==> src/hdl/ufr_pkg.sv <==
`default_nettype none

package ufr_pkg;

    // Field widths
    localparam int DATA_W = 8;
    localparam int LEN_W  = 7;
    localparam int KIND_W = 2;

    // Default payload capacity
    localparam int MAX_PAYLOAD_DEF = 64;

    // Command queue depth between the parser and the drainer
    localparam int CMD_FIFO_DEPTH = 2;

    // Result kinds
    localparam logic [KIND_W-1:0] KIND_ACK    = 2'd0;
    localparam logic [KIND_W-1:0] KIND_NACK   = 2'd1;
    localparam logic [KIND_W-1:0] KIND_UPDATE = 2'd2;
    localparam logic [KIND_W-1:0] KIND_XFER   = 2'd3;

    // Configuration port
    localparam int APB_ADDR_W = 4;
    localparam int APB_DATA_W = 32;
    localparam logic [1:0] REG_START_BYTE = 2'd0;
    localparam logic [1:0] REG_ACK_BYTE   = 2'd1;
    localparam logic [1:0] REG_NACK_BYTE  = 2'd2;

    // Register reset values
    localparam logic [DATA_W-1:0] START_BYTE_RST = 8'd239;
    localparam logic [DATA_W-1:0] ACK_BYTE_RST   = 8'd6;
    localparam logic [DATA_W-1:0] NACK_BYTE_RST  = 8'd21;

    // One queued command: a single result, or a drain of the payload store
    typedef struct packed {
        logic              drain;
        logic [KIND_W-1:0] kind;
        logic [DATA_W-1:0] data;
        logic [LEN_W-1:0]  len;
    } t_cmd;

    // Payload store write port
    typedef struct packed {
        logic              we;
        logic [LEN_W-1:0]  addr;
        logic [DATA_W-1:0] data;
    } t_mem_wr;

endpackage

`default_nettype wire

==> src/hdl/ufr_rx_if.sv <==
`default_nettype none

interface ufr_rx_if;
    logic                       valid;
    logic                       ready;
    logic [ufr_pkg::DATA_W-1:0] rx_byte;

    modport source (output valid, output rx_byte, input ready);
    modport sink   (input valid, input rx_byte, output ready);
endinterface

`default_nettype wire

==> src/hdl/ufr_res_if.sv <==
`default_nettype none

interface ufr_res_if;
    logic                       valid;
    logic                       ready;
    logic [ufr_pkg::KIND_W-1:0] kind;
    logic [ufr_pkg::DATA_W-1:0] out_byte;
    logic [ufr_pkg::LEN_W-1:0]  payload_length;
    logic                       last;

    modport source (output valid, output kind, output out_byte, output payload_length,
                    output last, input ready);
    modport sink   (input valid, input kind, input out_byte, input payload_length,
                    input last, output ready);
endinterface

`default_nettype wire

==> src/hdl/uart_frame_receiver.sv <==
// Path: a reply passes the command queue, then the output register; a payload drain
//   passes the command queue, the registered store read, then the output register.
// Throughput: one received byte per cycle unless the command queue is full; a drain
//   reads the store once per byte; next-frame payload bytes wait for it to end.
// Reset: synchronous, active low; returns to waiting for a start byte, restores the
//   register defaults and marks the next good frame as an update request.
`default_nettype none

module uart_frame_receiver #(
    parameter int MAX_PAYLOAD = ufr_pkg::MAX_PAYLOAD_DEF
) (
    input  wire                            i_clk,
    input  wire                            i_rst_n,
    ufr_rx_if.sink                         i_rx,
    ufr_res_if.source                      o_res,
    input  wire                            psel,
    input  wire                            penable,
    input  wire                            pwrite,
    input  wire [ufr_pkg::APB_ADDR_W-1:0]  paddr,
    input  wire [ufr_pkg::APB_DATA_W-1:0]  pwdata,
    output logic [ufr_pkg::APB_DATA_W-1:0] prdata,
    output logic                           pready
);

    logic [ufr_pkg::DATA_W-1:0] r_start_byte;
    logic [ufr_pkg::DATA_W-1:0] r_ack_byte;
    logic [ufr_pkg::DATA_W-1:0] r_nack_byte;
    logic [ufr_pkg::DATA_W-1:0] w_rd_byte;
    logic [1:0]                 w_reg_idx;
    logic                       w_cfg_write;

    logic                       w_push;
    logic                       w_pop;
    logic                       w_full;
    logic                       w_empty;
    logic                       w_drain_done;
    ufr_pkg::t_cmd              w_cmd_in;
    ufr_pkg::t_cmd              w_cmd_out;
    ufr_pkg::t_mem_wr           w_mem_wr;

    assign pready      = 1'b1;
    assign w_reg_idx   = paddr[3:2];
    assign w_cfg_write = psel && penable && pwrite && pready;

    // Configuration registers
    always_ff @(posedge i_clk) begin
        if (!i_rst_n) begin
            r_start_byte <= ufr_pkg::START_BYTE_RST;
            r_ack_byte   <= ufr_pkg::ACK_BYTE_RST;
            r_nack_byte  <= ufr_pkg::NACK_BYTE_RST;
        end else if (w_cfg_write) begin
            case (w_reg_idx)
                ufr_pkg::REG_START_BYTE: r_start_byte <= pwdata[ufr_pkg::DATA_W-1:0];
                ufr_pkg::REG_ACK_BYTE:   r_ack_byte   <= pwdata[ufr_pkg::DATA_W-1:0];
                ufr_pkg::REG_NACK_BYTE:  r_nack_byte  <= pwdata[ufr_pkg::DATA_W-1:0];
                default: begin
                end
            endcase
        end
    end

    // Register readback
    always_comb begin
        case (w_reg_idx)
            ufr_pkg::REG_START_BYTE: w_rd_byte = r_start_byte;
            ufr_pkg::REG_ACK_BYTE:   w_rd_byte = r_ack_byte;
            ufr_pkg::REG_NACK_BYTE:  w_rd_byte = r_nack_byte;
            default:                 w_rd_byte = '0;
        endcase
    end

    assign prdata = {{(ufr_pkg::APB_DATA_W - ufr_pkg::DATA_W){1'b0}}, w_rd_byte};

    ufr_parser #(
        .MAX_PAYLOAD (MAX_PAYLOAD)
    ) u_parser (
        .i_clk        (i_clk),
        .i_rst_n      (i_rst_n),
        .i_rx         (i_rx),
        .i_start_byte (r_start_byte),
        .i_ack_byte   (r_ack_byte),
        .i_nack_byte  (r_nack_byte),
        .i_fifo_full  (w_full),
        .i_drain_done (w_drain_done),
        .o_push       (w_push),
        .o_cmd        (w_cmd_in),
        .o_mem_wr     (w_mem_wr)
    );

    ufr_cmd_fifo u_cmd_fifo (
        .i_clk   (i_clk),
        .i_rst_n (i_rst_n),
        .i_push  (w_push),
        .i_cmd   (w_cmd_in),
        .o_full  (w_full),
        .i_pop   (w_pop),
        .o_empty (w_empty),
        .o_cmd   (w_cmd_out)
    );

    ufr_drainer #(
        .MAX_PAYLOAD (MAX_PAYLOAD)
    ) u_drainer (
        .i_clk        (i_clk),
        .i_rst_n      (i_rst_n),
        .i_empty      (w_empty),
        .i_cmd        (w_cmd_out),
        .o_pop        (w_pop),
        .i_mem_wr     (w_mem_wr),
        .o_drain_done (w_drain_done),
        .o_res        (o_res)
    );

endmodule

`default_nettype wire

==> src/hdl/ufr_parser.sv <==
`default_nettype none

module ufr_parser #(
    parameter int MAX_PAYLOAD = ufr_pkg::MAX_PAYLOAD_DEF
) (
    input  wire                        i_clk,
    input  wire                        i_rst_n,
    ufr_rx_if.sink                     i_rx,
    input  wire [ufr_pkg::DATA_W-1:0]  i_start_byte,
    input  wire [ufr_pkg::DATA_W-1:0]  i_ack_byte,
    input  wire [ufr_pkg::DATA_W-1:0]  i_nack_byte,
    input  wire                        i_fifo_full,
    input  wire                        i_drain_done,
    output logic                       o_push,
    output ufr_pkg::t_cmd              o_cmd,
    output ufr_pkg::t_mem_wr           o_mem_wr
);

    localparam logic [1:0] PH_START = 2'd0;
    localparam logic [1:0] PH_LEN   = 2'd1;
    localparam logic [1:0] PH_DATA  = 2'd2;
    localparam logic [1:0] PH_CHECK = 2'd3;

    localparam logic [ufr_pkg::DATA_W-1:0] MaxLenByte =
        MAX_PAYLOAD[ufr_pkg::DATA_W-1:0];

    logic [1:0]                 r_phase, n_phase;
    logic [ufr_pkg::LEN_W-1:0]  r_len, n_len;
    logic [ufr_pkg::LEN_W-1:0]  r_pos, n_pos;
    logic [ufr_pkg::DATA_W-1:0] r_chk, n_chk;
    logic                       r_first, n_first;
    logic                       r_drain_open;
    logic                       w_accept;
    logic [ufr_pkg::LEN_W-1:0]  w_pos_inc;

    // Stall payload bytes while the store is still being drained, and all bytes while the queue is full
    assign i_rx.ready = !i_fifo_full && !((r_phase == PH_DATA) && r_drain_open);
    assign w_accept   = i_rx.valid && i_rx.ready;
    assign w_pos_inc  = r_pos + ufr_pkg::LEN_W'(1);

    // Classify the byte against the current phase
    always_comb begin
        n_phase       = r_phase;
        n_len         = r_len;
        n_pos         = r_pos;
        n_chk         = r_chk;
        n_first       = r_first;
        o_push        = 1'b0;
        o_cmd.drain   = 1'b0;
        o_cmd.kind    = ufr_pkg::KIND_ACK;
        o_cmd.data    = i_ack_byte;
        o_cmd.len     = '0;
        o_mem_wr.we   = 1'b0;
        o_mem_wr.addr = r_pos;
        o_mem_wr.data = i_rx.rx_byte;
        case (r_phase)
            PH_START: begin
                o_push = w_accept;
                if (i_rx.rx_byte == i_start_byte) begin
                    n_phase = PH_LEN;
                end else begin
                    o_cmd.kind = ufr_pkg::KIND_NACK;
                    o_cmd.data = i_nack_byte;
                end
            end
            PH_LEN: begin
                o_push = w_accept;
                if (i_rx.rx_byte > MaxLenByte) begin
                    n_phase    = PH_START;
                    o_cmd.kind = ufr_pkg::KIND_NACK;
                    o_cmd.data = i_nack_byte;
                end else begin
                    n_len   = i_rx.rx_byte[ufr_pkg::LEN_W-1:0];
                    n_pos   = '0;
                    n_chk   = i_rx.rx_byte;
                    n_phase = (i_rx.rx_byte == '0) ? PH_CHECK : PH_DATA;
                end
            end
            PH_DATA: begin
                o_mem_wr.we = w_accept;
                n_chk       = r_chk ^ i_rx.rx_byte;
                n_pos       = w_pos_inc;
                if (w_pos_inc == r_len) begin
                    o_push  = w_accept;
                    n_phase = PH_CHECK;
                end
            end
            PH_CHECK: begin
                o_push  = w_accept;
                n_phase = PH_START;
                if (i_rx.rx_byte != r_chk) begin
                    o_cmd.kind = ufr_pkg::KIND_NACK;
                    o_cmd.data = i_nack_byte;
                end else begin
                    o_cmd.kind  = r_first ? ufr_pkg::KIND_UPDATE : ufr_pkg::KIND_XFER;
                    o_cmd.data  = '0;
                    n_first     = 1'b0;
                    o_cmd.drain = (r_len != '0);
                    o_cmd.len   = r_len;
                end
            end
            default: begin
                n_phase = PH_START;
            end
        endcase
    end

    // Advance control state on each accepted byte and track whether a drain is open
    always_ff @(posedge i_clk) begin
        if (!i_rst_n) begin
            r_phase      <= PH_START;
            r_first      <= 1'b1;
            r_drain_open <= 1'b0;
        end else begin
            if (w_accept) begin
                r_phase <= n_phase;
                r_first <= n_first;
            end
            if (o_push && o_cmd.drain) begin
                r_drain_open <= 1'b1;
            end else if (i_drain_done) begin
                r_drain_open <= 1'b0;
            end
        end
    end

    // Hold frame bookkeeping
    always_ff @(posedge i_clk) begin
        if (w_accept) begin
            r_len <= n_len;
            r_pos <= n_pos;
            r_chk <= n_chk;
        end
    end

    a_no_write_during_drain: assert property (@(posedge i_clk) disable iff (!i_rst_n)
        o_mem_wr.we |-> !r_drain_open)
        else $error("payload written while the store is being drained");

    a_drain_not_reopened: assert property (@(posedge i_clk) disable iff (!i_rst_n)
        (o_push && o_cmd.drain) |-> !r_drain_open)
        else $error("second drain queued before the first finished");

endmodule

`default_nettype wire

==> src/hdl/ufr_cmd_fifo.sv <==
`default_nettype none

module ufr_cmd_fifo (
    input  wire                 i_clk,
    input  wire                 i_rst_n,
    input  wire                 i_push,
    input  wire ufr_pkg::t_cmd  i_cmd,
    output logic                o_full,
    input  wire                 i_pop,
    output logic                o_empty,
    output ufr_pkg::t_cmd       o_cmd
);

    localparam int Depth = ufr_pkg::CMD_FIFO_DEPTH;
    localparam int PtrW  = (Depth > 1) ? $clog2(Depth) : 1;
    localparam int CntW  = $clog2(Depth + 1);
    localparam logic [PtrW-1:0] LastPtr = PtrW'(Depth - 1);
    localparam logic [CntW-1:0] FullCnt = CntW'(Depth);

    ufr_pkg::t_cmd   r_mem [Depth];
    logic [PtrW-1:0] r_wr_ptr;
    logic [PtrW-1:0] r_rd_ptr;
    logic [CntW-1:0] r_count;

    assign o_full  = (r_count == FullCnt);
    assign o_empty = (r_count == '0);
    assign o_cmd   = r_mem[r_rd_ptr];

    // Store incoming commands
    always_ff @(posedge i_clk) begin
        if (i_push) begin
            r_mem[r_wr_ptr] <= i_cmd;
        end
    end

    // Advance pointers and occupancy
    always_ff @(posedge i_clk) begin
        if (!i_rst_n) begin
            r_wr_ptr <= '0;
            r_rd_ptr <= '0;
            r_count  <= '0;
        end else begin
            if (i_push) begin
                r_wr_ptr <= (r_wr_ptr == LastPtr) ? '0 : r_wr_ptr + PtrW'(1);
            end
            if (i_pop) begin
                r_rd_ptr <= (r_rd_ptr == LastPtr) ? '0 : r_rd_ptr + PtrW'(1);
            end
            if (i_push && !i_pop) begin
                r_count <= r_count + CntW'(1);
            end else if (i_pop && !i_push) begin
                r_count <= r_count - CntW'(1);
            end
        end
    end

    a_no_push_full: assert property (@(posedge i_clk) disable iff (!i_rst_n)
        i_push |-> !o_full)
        else $error("command queue overflow");

    a_no_pop_empty: assert property (@(posedge i_clk) disable iff (!i_rst_n)
        i_pop |-> !o_empty)
        else $error("command queue underflow");

endmodule

`default_nettype wire

==> src/hdl/ufr_drainer.sv <==
`default_nettype none

module ufr_drainer #(
    parameter int MAX_PAYLOAD = ufr_pkg::MAX_PAYLOAD_DEF
) (
    input  wire                    i_clk,
    input  wire                    i_rst_n,
    input  wire                    i_empty,
    input  wire ufr_pkg::t_cmd     i_cmd,
    output logic                   o_pop,
    input  wire ufr_pkg::t_mem_wr  i_mem_wr,
    output logic                   o_drain_done,
    ufr_res_if.source              o_res
);

    localparam int AddrW = (MAX_PAYLOAD > 1) ? $clog2(MAX_PAYLOAD) : 1;

    localparam logic [1:0] ST_IDLE = 2'd0;
    localparam logic [1:0] ST_READ = 2'd1;
    localparam logic [1:0] ST_EMIT = 2'd2;

    logic [ufr_pkg::DATA_W-1:0] r_mem [MAX_PAYLOAD];
    logic [ufr_pkg::DATA_W-1:0] r_mem_q;

    logic [1:0]                 r_state, n_state;
    logic [ufr_pkg::LEN_W-1:0]  r_idx, n_idx;
    logic [ufr_pkg::LEN_W-1:0]  r_len, n_len;
    logic [ufr_pkg::KIND_W-1:0] r_kind, n_kind;

    logic                       r_out_valid;
    logic [ufr_pkg::KIND_W-1:0] r_out_kind, n_out_kind;
    logic [ufr_pkg::DATA_W-1:0] r_out_byte, n_out_byte;
    logic [ufr_pkg::LEN_W-1:0]  r_out_len, n_out_len;
    logic                       r_out_last, n_out_last;

    logic                       w_slot_free;
    logic                       w_load;
    logic                       w_last_byte;
    logic [ufr_pkg::LEN_W-1:0]  w_idx_inc;

    assign w_slot_free = !r_out_valid || o_res.ready;
    assign w_idx_inc   = r_idx + ufr_pkg::LEN_W'(1);
    assign w_last_byte = (w_idx_inc == r_len);

    // Payload store: one write port, one registered read port
    always_ff @(posedge i_clk) begin
        if (i_mem_wr.we) begin
            r_mem[i_mem_wr.addr[AddrW-1:0]] <= i_mem_wr.data;
        end
        r_mem_q <= r_mem[r_idx[AddrW-1:0]];
    end

    // Sequence replies and payload drains
    always_comb begin
        n_state      = r_state;
        n_idx        = r_idx;
        n_len        = r_len;
        n_kind       = r_kind;
        o_pop        = 1'b0;
        o_drain_done = 1'b0;
        w_load       = 1'b0;
        n_out_kind   = i_cmd.kind;
        n_out_byte   = i_cmd.data;
        n_out_len    = i_cmd.len;
        n_out_last   = 1'b1;
        case (r_state)
            ST_IDLE: begin
                if (!i_empty) begin
                    if (i_cmd.drain) begin
                        o_pop   = 1'b1;
                        n_kind  = i_cmd.kind;
                        n_len   = i_cmd.len;
                        n_idx   = '0;
                        n_state = ST_READ;
                    end else if (w_slot_free) begin
                        o_pop  = 1'b1;
                        w_load = 1'b1;
                    end
                end
            end
            ST_READ: begin
                n_state = ST_EMIT;
            end
            ST_EMIT: begin
                n_out_kind = r_kind;
                n_out_byte = r_mem_q;
                n_out_len  = r_len;
                n_out_last = w_last_byte;
                if (w_slot_free) begin
                    w_load = 1'b1;
                    if (w_last_byte) begin
                        o_drain_done = 1'b1;
                        n_state      = ST_IDLE;
                    end else begin
                        n_idx   = w_idx_inc;
                        n_state = ST_READ;
                    end
                end
            end
            default: begin
                n_state = ST_IDLE;
            end
        endcase
    end

    // Control registers
    always_ff @(posedge i_clk) begin
        if (!i_rst_n) begin
            r_state     <= ST_IDLE;
            r_out_valid <= 1'b0;
        end else begin
            r_state <= n_state;
            if (w_load) begin
                r_out_valid <= 1'b1;
            end else if (o_res.ready) begin
                r_out_valid <= 1'b0;
            end
        end
    end

    // Drain bookkeeping and output payload
    always_ff @(posedge i_clk) begin
        r_idx  <= n_idx;
        r_len  <= n_len;
        r_kind <= n_kind;
        if (w_load) begin
            r_out_kind <= n_out_kind;
            r_out_byte <= n_out_byte;
            r_out_len  <= n_out_len;
            r_out_last <= n_out_last;
        end
    end

    assign o_res.valid          = r_out_valid;
    assign o_res.kind           = r_out_kind;
    assign o_res.out_byte       = r_out_byte;
    assign o_res.payload_length = r_out_len;
    assign o_res.last           = r_out_last;

    a_index_in_range: assert property (@(posedge i_clk) disable iff (!i_rst_n)
        (r_state == ST_EMIT) |-> (r_idx < r_len))
        else $error("drain index past the frame length");

endmodule

`default_nettype wire

==> src/flat_wrapper.sv <==
// flat-port wrapper written by rule: the top's interface ports become plain ports
module uart_frame_receiver_flat 
#(
    parameter int MAX_PAYLOAD = ufr_pkg::MAX_PAYLOAD_DEF
)
  (i_clk, i_rst_n, psel, penable, pwrite, paddr, pwdata, prdata, pready, i_rx_valid, i_rx_rx_byte, i_rx_ready, o_res_valid, o_res_kind, o_res_out_byte, o_res_payload_length, o_res_last, o_res_ready);
  ufr_rx_if i_rx_i ();
  ufr_res_if o_res_i ();
  input  wire i_clk;
  input  wire i_rst_n;
  input  wire psel;
  input  wire penable;
  input  wire pwrite;
  input  wire [ufr_pkg::APB_ADDR_W-1:0] paddr;
  input  wire [ufr_pkg::APB_DATA_W-1:0] pwdata;
  output logic [ufr_pkg::APB_DATA_W-1:0] prdata;
  output logic pready;
  input wire logic [$bits(i_rx_i.valid)-1:0] i_rx_valid;
  input wire logic [$bits(i_rx_i.rx_byte)-1:0] i_rx_rx_byte;
  output wire logic [$bits(i_rx_i.ready)-1:0] i_rx_ready;
  output wire logic [$bits(o_res_i.valid)-1:0] o_res_valid;
  output wire logic [$bits(o_res_i.kind)-1:0] o_res_kind;
  output wire logic [$bits(o_res_i.out_byte)-1:0] o_res_out_byte;
  output wire logic [$bits(o_res_i.payload_length)-1:0] o_res_payload_length;
  output wire logic [$bits(o_res_i.last)-1:0] o_res_last;
  input wire logic [$bits(o_res_i.ready)-1:0] o_res_ready;
  assign i_rx_i.valid = i_rx_valid;
  assign i_rx_i.rx_byte = i_rx_rx_byte;
  assign i_rx_ready = i_rx_i.ready;
  assign o_res_valid = o_res_i.valid;
  assign o_res_kind = o_res_i.kind;
  assign o_res_out_byte = o_res_i.out_byte;
  assign o_res_payload_length = o_res_i.payload_length;
  assign o_res_last = o_res_i.last;
  assign o_res_i.ready = o_res_ready;
  uart_frame_receiver #(.MAX_PAYLOAD(MAX_PAYLOAD)) u_core (.i_clk(i_clk), .i_rst_n(i_rst_n), .i_rx(i_rx_i), .o_res(o_res_i), .psel(psel), .penable(penable), .pwrite(pwrite), .paddr(paddr), .pwdata(pwdata), .prdata(prdata), .pready(pready));
endmodule
==> config.mk <==
export PLATFORM = sky130hd
export DESIGN_NAME = uart_frame_receiver_flat
export DESIGN_NICKNAME = d
export VERILOG_FILES = /design/src/hdl/ufr_pkg.sv /design/src/hdl/ufr_rx_if.sv /design/src/hdl/ufr_res_if.sv /design/src/hdl/uart_frame_receiver.sv /design/src/hdl/ufr_parser.sv /design/src/hdl/ufr_cmd_fifo.sv /design/src/hdl/ufr_drainer.sv /design/src/flat_wrapper.sv
export SDC_FILE = /design/constraint.sdc
export NUM_CORES = 1
export LEC_CHECK = 0
export BUFFER_PORTS_ARGS = -buffer_cell sky130_fd_sc_hd__clkbuf_2
export CAP_MARGIN = 20
export CORE_MARGIN = 1.5
export CORE_UTILIZATION = 50
export CTS_CLUSTER_SIZE = 20
export DETAILED_ROUTE_END_ITERATION = 8
export PLACE_DENSITY = 0.72
export SETUP_SLACK_MARGIN = 0.3
export SLEW_MARGIN = 10
export SYNTH_ARGS = -nofsm -noshare
export SYNTH_HDL_FRONTEND = slang
export SYNTH_SLANG_ARGS = --single-unit
export TNS_END_PERCENT = 50
==> constraint.sdc <==
create_clock -name i_clk -period 2.8 [get_ports i_clk]
set_input_delay 0.28 -clock i_clk [delete_from_list [all_inputs] [get_ports i_clk]]
set_output_delay 0.28 -clock i_clk [all_outputs]
set_load 0.01 [all_outputs]
# ---- Word-level counts from Yosys, hierarchy flattened
# Memory sizes are Yosys's and may differ from the RTL's. A register that Yosys moved wholly into a read port is not among the register bits.
# Cells that the tools add are included.
dict set report classes {
  n_addsub 6
  order_cmp 1
  n_eq_ne 19
  muxes 59
  bitwise 4
  reduce_logical 36
}
# operator n
set op_table {}
lappend op_table {{$mux W7} 8}
lappend op_table {{$pmux W10 S3} 1}
lappend op_table {{$mux W1} 28}
lappend op_table {{$pmux W7 S2} 2}
lappend op_table {{$pmux W8 S3} 1}
lappend op_table {{$mux W2} 9}
lappend op_table {{$mux W9} 2}
lappend op_table {{$reduce_and A3 Y1} 6}
lappend op_table {{$mux W8} 2}
lappend op_table {{$pmux W8 S2} 1}
lappend op_table {{$add A7 B1 Y7 const B} 2}
lappend op_table {{$eq A7 B7 Y1} 2}
lappend op_table {{$eq A2 B2 Y1 const B} 5}
lappend op_table {{$mux W10} 1}
lappend op_table {{$ne A2 B2 Y1 const B} 5}
lappend op_table {{$reduce_bool A2 Y1} 5}
lappend op_table {{$eq A8 B8 Y1} 1}
lappend op_table {{$gt A8 B7 Y1 const B} 1}
lappend op_table {{$logic_and A1 B1 Y1} 8}
lappend op_table {{$logic_not A2 Y1} 4}
lappend op_table {{$logic_not A8 Y1} 1}
lappend op_table {{$ne A8 B8 Y1} 1}
lappend op_table {{$pmux W2 S4} 1}
lappend op_table {{$xor A8 B8 Y8} 1}
lappend op_table {{other kinds (14)} 27}
dict set report totals {
  reg_bits 91
  ram_bits 548
  output_inout_bits 53
  n_memories 2
}
# name words width rd rd_clocked_by_memory_dff write_ports line_no
set mem_list {}
lappend mem_list {u_core.u_drainer.r_mem 64 8 1 1 1 ufr_drainer.sv:22} ;# logic [ufr_pkg::DATA_W-1:0] r_mem [MAX_PAYLOAD];
lappend mem_list {u_core.u_cmd_fifo.r_mem 2 18 1 1 1 ufr_cmd_fifo.sv:20} ;# ufr_pkg::t_cmd r_mem [Depth];

# ---- Longest topological paths before layout
# Gate-level depths: netlist of run 1.
dict set report logic_depth {
  ltp_word 11
  ltp_mapped 10
}

# ---- Modules after synthesis
# Synthesis of run 1 repeated with hierarchy kept, for this count alone.
dict set report unflattened {
  hier_cells 1463
  area_unflattened_um2 26406.6
}
# mod instances cells_each area_per_inst_um2 seq_area_each_um2
set modules_own_cells {}
lappend modules_own_cells {ufr_drainer 1 1062 21775.9 16615.9}
lappend modules_own_cells {ufr_parser 1 169 1764.2 740.7}
lappend modules_own_cells {ufr_cmd_fifo 1 78 1515.2 1181.1}
lappend modules_own_cells {uart_frame_receiver 1 154 1351.3 480.5}

# ---- Least setup slack after synthesis of run 1
# Ideal clock, no wire load.
dict set report synth_timing {
  path_kind {reg2reg}
  startpoint {register u_core.u_parser.r_pos[0] (netlist name)}
  endpoint {memory u_core.u_cmd_fifo.r_mem[0][0] (netlist name) (enable)}
  setup_time_ns 0.416
  arrival_ns 2.588
  required_ns 2.384
  setup_slack_ns -0.204
  stages_incl_launch_ff 7
  synth_period_minus_slack_ns 3.004
  cell_sequence {edfxtp_1 > buf_2 > and3_1 > xnor3_1 > nor4_1 > a31oi_1 > nor3_1}
}
dict set report synth_between {
  elab_chain_cells 6
}
# element line_no
set synth_lines {}
lappend synth_lines {{from (decl)} ufr_parser.sv:29} ;# logic [ufr_pkg::LEN_W-1:0] r_pos, n_pos;
lappend synth_lines {{from (signal assigned)} ufr_parser.sv:131} ;# r_pos <= n_pos;
lappend synth_lines {{$add A7 B1 Y7} ufr_parser.sv:39} ;# assign w_pos_inc = r_pos + ufr_pkg::LEN_W'(1);
lappend synth_lines {{$eq A7 B7 Y1} ufr_parser.sv:83} ;# if (w_pos_inc == r_len) begin
lappend synth_lines {{$mux W1} ufr_parser.sv:83}
lappend synth_lines {{$pmux W1 S2} ufr_parser.sv:56} ;# case (r_phase)
lappend synth_lines {{$mux W1} ufr_cmd_fifo.sv:31} ;# if (i_push) begin
lappend synth_lines {{$mux W1 (implied by the code)} ufr_cmd_fifo.sv:32} ;# r_mem[r_wr_ptr] <= i_cmd;
lappend synth_lines {{to (decl)} ufr_cmd_fifo.sv:20}
# Every way passes these cells.

==> results of run 1 <==
==> flip-flops by register name (all words and copies together) (netlist names), 7 cells and up, named ones only <==
signal / count
u_core.r_start_byte: 8
u_core.u_drainer.r_idx: 7
u_core.u_parser.r_pos: 7
u_core.u_parser.r_len: 7
u_core.u_drainer.r_mem_q: 8
u_core.r_nack_byte: 8
u_core.u_drainer.r_len: 7
u_core.u_drainer.r_mem: 512
u_core.r_ack_byte: 8
u_core.u_cmd_fifo.r_mem: 36
u_core.u_drainer.o_res.payload_length: 7
u_core.u_drainer.o_res.out_byte: 8
u_core.u_parser.r_chk: 8
==> kinds of logic after synthesis <==
group                      share of synthesized area (%)
AOI/OAI and AO/OA                                   2.20
xor gates and xnor gates                            2.07
adders and majority gates                          0.144
buffers and inverters                               2.41
DFF                                                 72.9
muxes                                               14.7
other                                             0.0288
and+or+nand+nor                                     5.56
==> final timing paths <==
path	from	endpoint	slack (ps)	cells after the start
max	u_core.u_drainer.r_idx[0]	u_core.u_drainer.r_mem_q[4]	190	6
min reg2reg	u_core.u_parser.r_first	u_core.u_parser.r_first	480	2
max reg2reg	u_core.u_drainer.r_idx[0]	u_core.u_drainer.r_mem_q[4]	190	6
min	i_rx_rx_byte[4]	u_core.u_parser.r_len[4]	60	1
==> cell type report <==
cell class / instances / area [um2]
Fill cell: 3700 / 21400
Sequential cell: 648 / 19000
Multi-Input combinational cell: 695 / 6570
Clock buffer: 95 / 1900
Timing Repair Buffer: 193 / 1490
Tap cell: 680 / 851
Clock inverter: 25 / 199
Inverter: 5 / 18.8
==> metrics by stage <==
stage	total power [mW]	instances
floorplan	14.2	1449
global placement	15.5	2201
detailed placement	15.5	2201
CTS	24.0	2329
global route	24.7	2341
finish	24.0	2341
==> power by group through the flow <==
stage	logic (mW)	registers [mW]	clock network, mW
after floorplan	2.85	11.4	0
after CTS	4.14	11.2	8.62
final	4.28	11.2	8.46
after detailed placement	4.11	11.4	0
after global routing	4.55	11.2	8.94
after global placement	4.05	11.4	0
==> what timing repair did <==
| item | CTS | global route |
|---|---|---|
| resized for setup | 1 | 17 |
| endpoints found under the setup margin | 52 | 232 |
| cloned | 0 | 2 |
| pin swaps | 0 | 0 |
| hold buffers | 8 | 0 |
| hold endpoints to repair | 24 | 0 |
| setup buffers | 0 | 10 |
==> routing by layer <==
metal / track usage [%] / vias up
met3: 3.56 / 102
met5: 0 / -
met1: 27.3 / 6937
li1: - / 5975
met4: 8.95 / 2
met2: 33.8 / 460
==> cell usage in the layout (no fill, tap or decap), types with 10 or more instances in the layout <==
cell and count:
edfxtp_1 604, nor2_1 139, mux4_2 127, buf_4 119, clkbuf_16 72, mux2i_1 65, nand2_1 60, clkbuf_2 52
dfxtp_1 44, nand3_1 38, xnor2_1 34, conb_1 25, a21oi_1 21, clkbuf_1 21, a22o_1 20, o21ai_1 13
nand3b_1 13, xor2_1 11, o21ai_0 11, mux2_2 11, nor3_1 10, and3_1 10, clkinv_2 10
==> flow_summary.ini, run 1 <==
[placement]
pre_cts_slack_ps = 259
gp_congestion = 0.874
dp_hpwl_mm = 33.6
io_buffers = 52
place_area_um2 = 27700

[floorplanning]
die_h_um = 231
die_w_um = 231
fp-row-count = 83
start_util_pct = 50.7
core_region_area_um2 = 51400
io_pins = 104
die_area_um2 = 53500

[global_routing]
first_global_vias = 13400
track_usage_pct = 20.6
gr-total-overflow = 0
grt_max_degree = 66
grt_pass1_wl_mm = 81.1
antenna_found_initial = 1

[power_and_ir_drop]
p_comb_share_pct = 17.8
p_seq_share_pct = 46.8
ir_drop_mv = 0.478
power_density_nw_per_um2 = 798
p_int_mw = 18.0
p_sw_share_pct = 25.1
leakage_nw = 10.1
power.share.clock_pct = 35.3
power_switching_mw = 6.01

[cells_and_area]
fin_util_pct = 58.4
final_nets = 1663
final_layout_size_suffix_gt1_share_pct = 25.8
n_antenna_cell = 0
stdcell_area_um2 = 30000
syn_to_final_growth_pct = 15.2

[critical_path]
end_kind = register
criticalPathCategory = register to register
critical_path.startpoint_type = register
cpMaxStageDelayCell = mux4_1
worstPathArrival_ps = 3040
slowest_delay_ps = 610
worstPathMaxFanout = 18
path_delay_family = multiplexers
crit_required_ps = 3230
path_buf_inv = 2
path_cells = buf_12 -> buf_6 -> mux4_1 -> mux4_2 -> nor2b_1 -> o22ai_1

[logic_synthesis]
synth_flop_cell = edfxtp_1
yosys_register_bits = 648
synth.top_cell.area_share_pct = 69.5
ys_types = 55
synth_cells = 1426
synth_commonest_cells = edfxtp_1, nor2_1, mux4_2, mux2i_1, nand2_1
syn_area_um2 = 26100
ys_seq_area_share_pct = 72.9
synth_edf_count = 604
synthTopCellsByArea = edfxtp_1, mux4_2, dfxtp_1
synth_warnings = 0
yosys.cell_count.top_type = edfxtp_1
synth_top_area_cell = edfxtp_1
async_flop_share_pct = 0
synth_area_per_cell_um2 = 18.3

[outcome]
status = finished clean

[cts]
clk_path_buf_depth = 3
clkTransAtPathRegs_ps = 60
htreeDepth = 3
cts_tree = done
cts-buffers-inserted = 66
cts-root-buf = clkbuf_16
clock-sinks = 648
clk_latency_ps = 590

[sta]
hold_ws_ps = 62.9
rsz0062_at_grt = yes
finalHoldViolCount = 0
tns_ps = 0
tightest_slew_ps = 795
worst_clock_skew_ps = 19.7
period_minus_slack_ps = 2610
setup_viol = 0
fmax_mhz = 383
setup_ws_ps = 188
finalMaxSlewViolations = 0
period_share_pct = 93.3
slew-limit-headroom_pct = 46.6

[job]
max_cap_viol_count = 0

[routing]
route.met2.wl_mm = 27.4
viasPerCell = 5.76
drc = 0
dr.first_iter.drc_count = 1162
final_antenna_net_count = 0
dr.pass1.iters = 7
routed.top_layer = met5
met1_length_mm = 22.0
post_drt_wl_per_cell_um = 23.5
dr_wl_met3_mm = 3.62
drt_wl_total_mm = 55.0
route.vias.total = 13500

[min_path]
hold_class = input port to register
No activity file was read; power rests on OpenSTA's default activity.
==> run 2: changes to the inputs <==
- CORE_ASPECT_RATIO: not set -> 1.75
- CORE_UTILIZATION: 50 -> 42
- PLACE_DENSITY: 0.72 -> 0.63
==> flow_summary.ini, run 2 (same netlist as run 1, synthesis figures left out) <==
[routing]
dr.first_iter.drc_count = 879
drt_wl_total_mm = 61.1
viasPerCell = 5.50
route.vias.total = 13400
drc = 0
post_drt_wl_per_cell_um = 25.0
dr.pass1.iters = 5
final_antenna_net_count = 0

[min_path]
min_from = i_rst_n
hold_depth = 2
holdPathEnd = u_core.u_parser.r_first
hold_class = input port to register

[critical_path]
r2r_start = u_core.u_parser.r_pos[0]
reg2reg_slack_ps = 290
critical_path.startpoint_type = register
criticalPathCategory = register to register
reg2regPathDepth = 9
r2r_end = u_core.u_cmd_fifo.r_count[1]
end_kind = register
worstPathArrival_ps = 3020
crit_required_ps = 3320
worstPathMaxFanout = 8

[global_routing]
met1_usage_pct = 21.0
grt_max_degree = 62
first_global_vias = 13700
gr-total-overflow = 0
top_usage_layer = met2
antenna_found_initial = 0
gr-usage-met3_pct = 2.13
met2_usage_pct = 36.1
grt_pass1_wl_mm = 89.0
track_usage_pct = 19.2

[power_and_ir_drop]
ir_drop_mv = 0.673
power_density_nw_per_um2 = 770
leakage_nw = 9.96

[floorplanning]
fp-row-count = 120
die_h_um = 333
die_w_um = 191
start_util_pct = 42.6
die_area_um2 = 63700
core_region_area_um2 = 61300
io_pins = 104

[sta]
period_minus_slack_ps = 2510
hold_ws_ps = 112
setup_ws_ps = 293
finalHoldViolCount = 0
setup_viol = 0
period_share_pct = 89.5
slew-limit-headroom_pct = 45.8
fmax_mhz = 399
tns_ps = 0
worst_clock_skew_ps = 19.4
rsz0062_at_grt = yes
finalMaxSlewViolations = 0
tightest_slew_ps = 811

[placement]
pre_cts_slack_ps = 198
io_buffers = 52
gp_congestion = 0.843
dp_hpwl_mm = 40.6

[cells_and_area]
syn_to_final_growth_pct = 15.1
reg_top3 = u_core.u_drainer.r_mem (512), u_core.u_cmd_fifo.r_mem (36)
final_common_cell = edfxtp_1
n_antenna_cell = 0
mostFrequentLayoutCells = edfxtp_1, nor2_1, buf_4, mux4_2, mux2i_1
final_layout_size_suffix_gt1_share_pct = 26.6
register_area_um2 = 19000
final_nets = 1663
largest_register_ffs = 512
multi_input_area_um2 = 6650
fillerInstances = 5082
fin_util_pct = 49.0
max_flop_register = u_core.u_drainer.r_mem

[cts]
clkTransAtPathRegs_ps = 70
clock-sinks = 648
cts_tree = done
clk_path_buf_depth = 3
cts-buffers-inserted = 53
clk_latency_ps = 600
cts-root-buf = clkbuf_16
htreeDepth = 2

[job]
max_cap_viol_count = 0

[outcome]
status = finished clean
run 2: cell types whose count changed in the layout (fill, tap and decap cells not counted), moves of 2 or more:
cell,delta
buf_4,+10
clkbuf_16,-14
ha_1,-2
bufinv_16,+2
buf_12,+3
clkbuf_8,-3
clkbuf_1,-6
clkinv_1,-2
run 2: layout make-up:
class	count	share of cell area [%]
multi-input cells	695	22.2
inverters	5	0.0625
well taps	793	3.31
repair buffers	206	5.44
clock inverters	28	0.917
flip-flops and latches	648	63.4
clock buffers	70	4.77
run 2: worst max-delay path by stage:
stage / start / to / slack [ps] / cells past startpoint
floorplan: register / u_core.u_drainer.o_res.kind[0] / 90 / 4
global placement: u_core.u_parser.r_pos[0] / u_core.u_cmd_fifo.r_count[1] / 230 / 9
detailed placement: u_core.u_parser.r_pos[0] / u_core.u_cmd_fifo.r_count[1] / 200 / 9
CTS: u_core.u_parser.r_pos[0] / u_core.u_cmd_fifo.r_count[1] / 230 / 9
global route: u_core.u_parser.r_pos[1] / u_core.u_cmd_fifo.r_count[1] / 170 / 9
finish: u_core.u_parser.r_pos[0] / u_core.u_cmd_fifo.r_count[1] / 290 / 9
run 2: per-layer routing:
layer,part of all wire (%),wire length [um]
met4,5.2,3170
met2,56,34100
met1,35,21400
met3,4.0,2470
met5,0,0
run 2: where the power goes:
part,internal (mW),switching (mW),total [mW]
sequential,11.0,0.241,11.3
combinational,1.99,2.45,4.43
clock,4.08,3.34,7.42
run 2: stage by stage:
stage	cell area (um2)	std cells	total power, mW
after floorplan	26200	1449	14.2
after global placement	28000	2329	15.7
after detailed placement	28000	2329	15.7
after CTS	29800	2436	23.2
after global routing	30000	2445	23.9
final	30000	2445	23.1
run 2: repair_timing:
item	4_1_cts	5_1_grt
gates cloned	0	3
setup endpoints to repair	11	177
hold endpoints to repair	24	0
hold buffers	8	0
buffers inserted	1	6
pin swaps	1	7
gates resized for setup	3	25
run 2: worst max-delay path: stages, from the launching register on:
cell	delay, ps
edfxtp_1	420
buf_6	150
and3_4	220
xnor3_1	250
nor4_4	330
a31oi_4	150
nor2_2	130
ha_1	270
or3_1	370
a21oi_2	140
==> run 3: changes to the inputs <==
- CORE_ASPECT_RATIO: 1.75 -> not set
==> flow_summary.ini, run 3 (same netlist as run 1, synthesis figures left out) <==
[outcome]
status = finished clean

[routing]
dr.first_iter.drc_count = 1027
viasPerCell = 5.35
drt_wl_total_mm = 56.2
post_drt_wl_per_cell_um = 22.6
route.vias.total = 13300
final_antenna_net_count = 0
drc = 0
dr.pass1.iters = 7

[global_routing]
antenna_found_initial = 2
gr-total-overflow = 0
track_usage_pct = 17.9
grt_max_degree = 67
grt_pass1_wl_mm = 83.5
first_global_vias = 13400

[power_and_ir_drop]
leakage_nw = 9.97
power_density_nw_per_um2 = 796
ir_drop_mv = 0.443

[sta]
finalHoldViolCount = 0
hold_ws_ps = 79.2
setup_viol = 0
period_minus_slack_ps = 2490
fmax_mhz = 402
tns_ps = 0
tightest_slew_ps = 801
rsz0062_at_grt = yes
finalMaxSlewViolations = 0
worst_clock_skew_ps = 25.3
slew-limit-headroom_pct = 46.4
period_share_pct = 88.9

[cells_and_area]
multi_input_area_um2 = 6600
reg_top3 = u_core.u_drainer.r_mem (512), u_core.u_cmd_fifo.r_mem (36)
mostFrequentLayoutCells = edfxtp_1, nor2_1, mux4_2, buf_4, clkbuf_16
fillerInstances = 5011
register_area_um2 = 19000
max_flop_register = u_core.u_drainer.r_mem
final_common_cell = edfxtp_1
final_nets = 1651
largest_register_ffs = 512
syn_to_final_growth_pct = 15.5
final_layout_size_suffix_gt1_share_pct = 25.3

[placement]
io_buffers = 52
dp_hpwl_mm = 34.8
gp_congestion = 0.824

[critical_path]
critical_path.startpoint_type = register
worstPathArrival_ps = 3000
criticalPathCategory = register to register
end_kind = register
crit_required_ps = 3310
worstPathMaxFanout = 3

[floorplanning]
fp-row-count = 91
die_h_um = 252
core_region_area_um2 = 61600
die_w_um = 252
io_pins = 104
die_area_um2 = 63600
start_util_pct = 42.3

[cts]
clock-sinks = 648
clk_path_buf_depth = 3
cts-buffers-inserted = 67
clk_latency_ps = 600
htreeDepth = 3
clkTransAtPathRegs_ps = 60
cts-root-buf = clkbuf_16
cts_tree = done

[min_path]
hold_class = input port to register

[job]
max_cap_viol_count = 0
-- run 3: cell count changes in the layout (fill, tap and decap cells not counted), sizes merged --
| cell | change |
|---|---|
| buf | -24 |
| bufinv | +1 |
| clkbuf | +10 |
| diode | +1 |
| clkinvlp | +2 |
| inv | +1 |
| dlygate4sd3 | +1 |
-- run 3: worst max-delay path, stage by stage, from the launching register on --
cell,delay (ps)
edfxtp_1,400
ha_1,330
xnor2_1,180
nand2_1,80
nor4_2,300
a31oi_2,160
nor2_2,240
ha_4,240
or3_4,360
a21oi_2,110
-- run 3: cell type report --
cell class	count	area share (%)
clock buffers	83	5.94
well taps	837	3.48
repair buffers	180	4.46
multi-input cells	695	21.9
inverters	5	0.0623
flip-flops and latches	648	63.1
diodes	1	0.00830
clock inverters	32	1.03
-- run 3: final timing paths --
check / endpoint / start / depth (start not counted) / slack [ps]
min reg2reg: u_core.r_nack_byte[5] / u_core.r_nack_byte[5] / 2 / 480
max reg2reg: u_core.u_cmd_fifo.r_count[1] / u_core.u_parser.r_pos[1] / 9 / 310
max: u_core.u_cmd_fifo.r_count[1] / u_core.u_parser.r_pos[1] / 9 / 310
min: u_core.u_drainer.o_res.valid / o_res_ready / 4 / 80
-- run 3: where the power goes --
part / total [mW] / internal [mW] / switching (mW) / leakage (nW)
Sequential: 11.2 / 11.0 / 0.212 / 5.81
Clock: 8.61 / 5.08 / 3.53 / 1.02
Combinational: 4.13 / 1.87 / 2.26 / 3.14
Total: 24.0 / 18.0 / 6.01 / 9.97
-- run 3: routing by layer --
| metal | vias to the layer above | global-route usage, % | part of all wire, % |
|---|---|---|---|
| li1 | 5918 | - | - |
| met1 | 6911 | 24.1 | 42 |
| met2 | 349 | 29.2 | 50 |
| met3 | 91 | 3.01 | 5.5 |
| met4 | 0 | 6.60 | 2.7 |
| met5 | - | 0 | 0 |
-- run 3: per-stage QoR --
step	setup WS (ps)	instance area [um2]	power, mW	std cells	util (%)
2_1_floorplan	94.3	26200	14.2	1449	-
3_3_place_gp	201	27800	15.5	2353	45.2
3_5_place_dp	119	27800	15.6	2353	45.2
4_1_cts	213	30000	24.2	2477	48.8
5_1_grt	192	30100	24.9	2480	48.9
6_report	311	30100	24.0	2481	48.9
-- run 3: timing repair --
item / in CTS / in global routing
resized for setup: 1 / 10
buffers inserted: 0 / 2
hold endpoints to repair: 25 / 0
hold buffers: 9 / 0
setup endpoints to repair: 77 / 349
pin swaps: 0 / 9
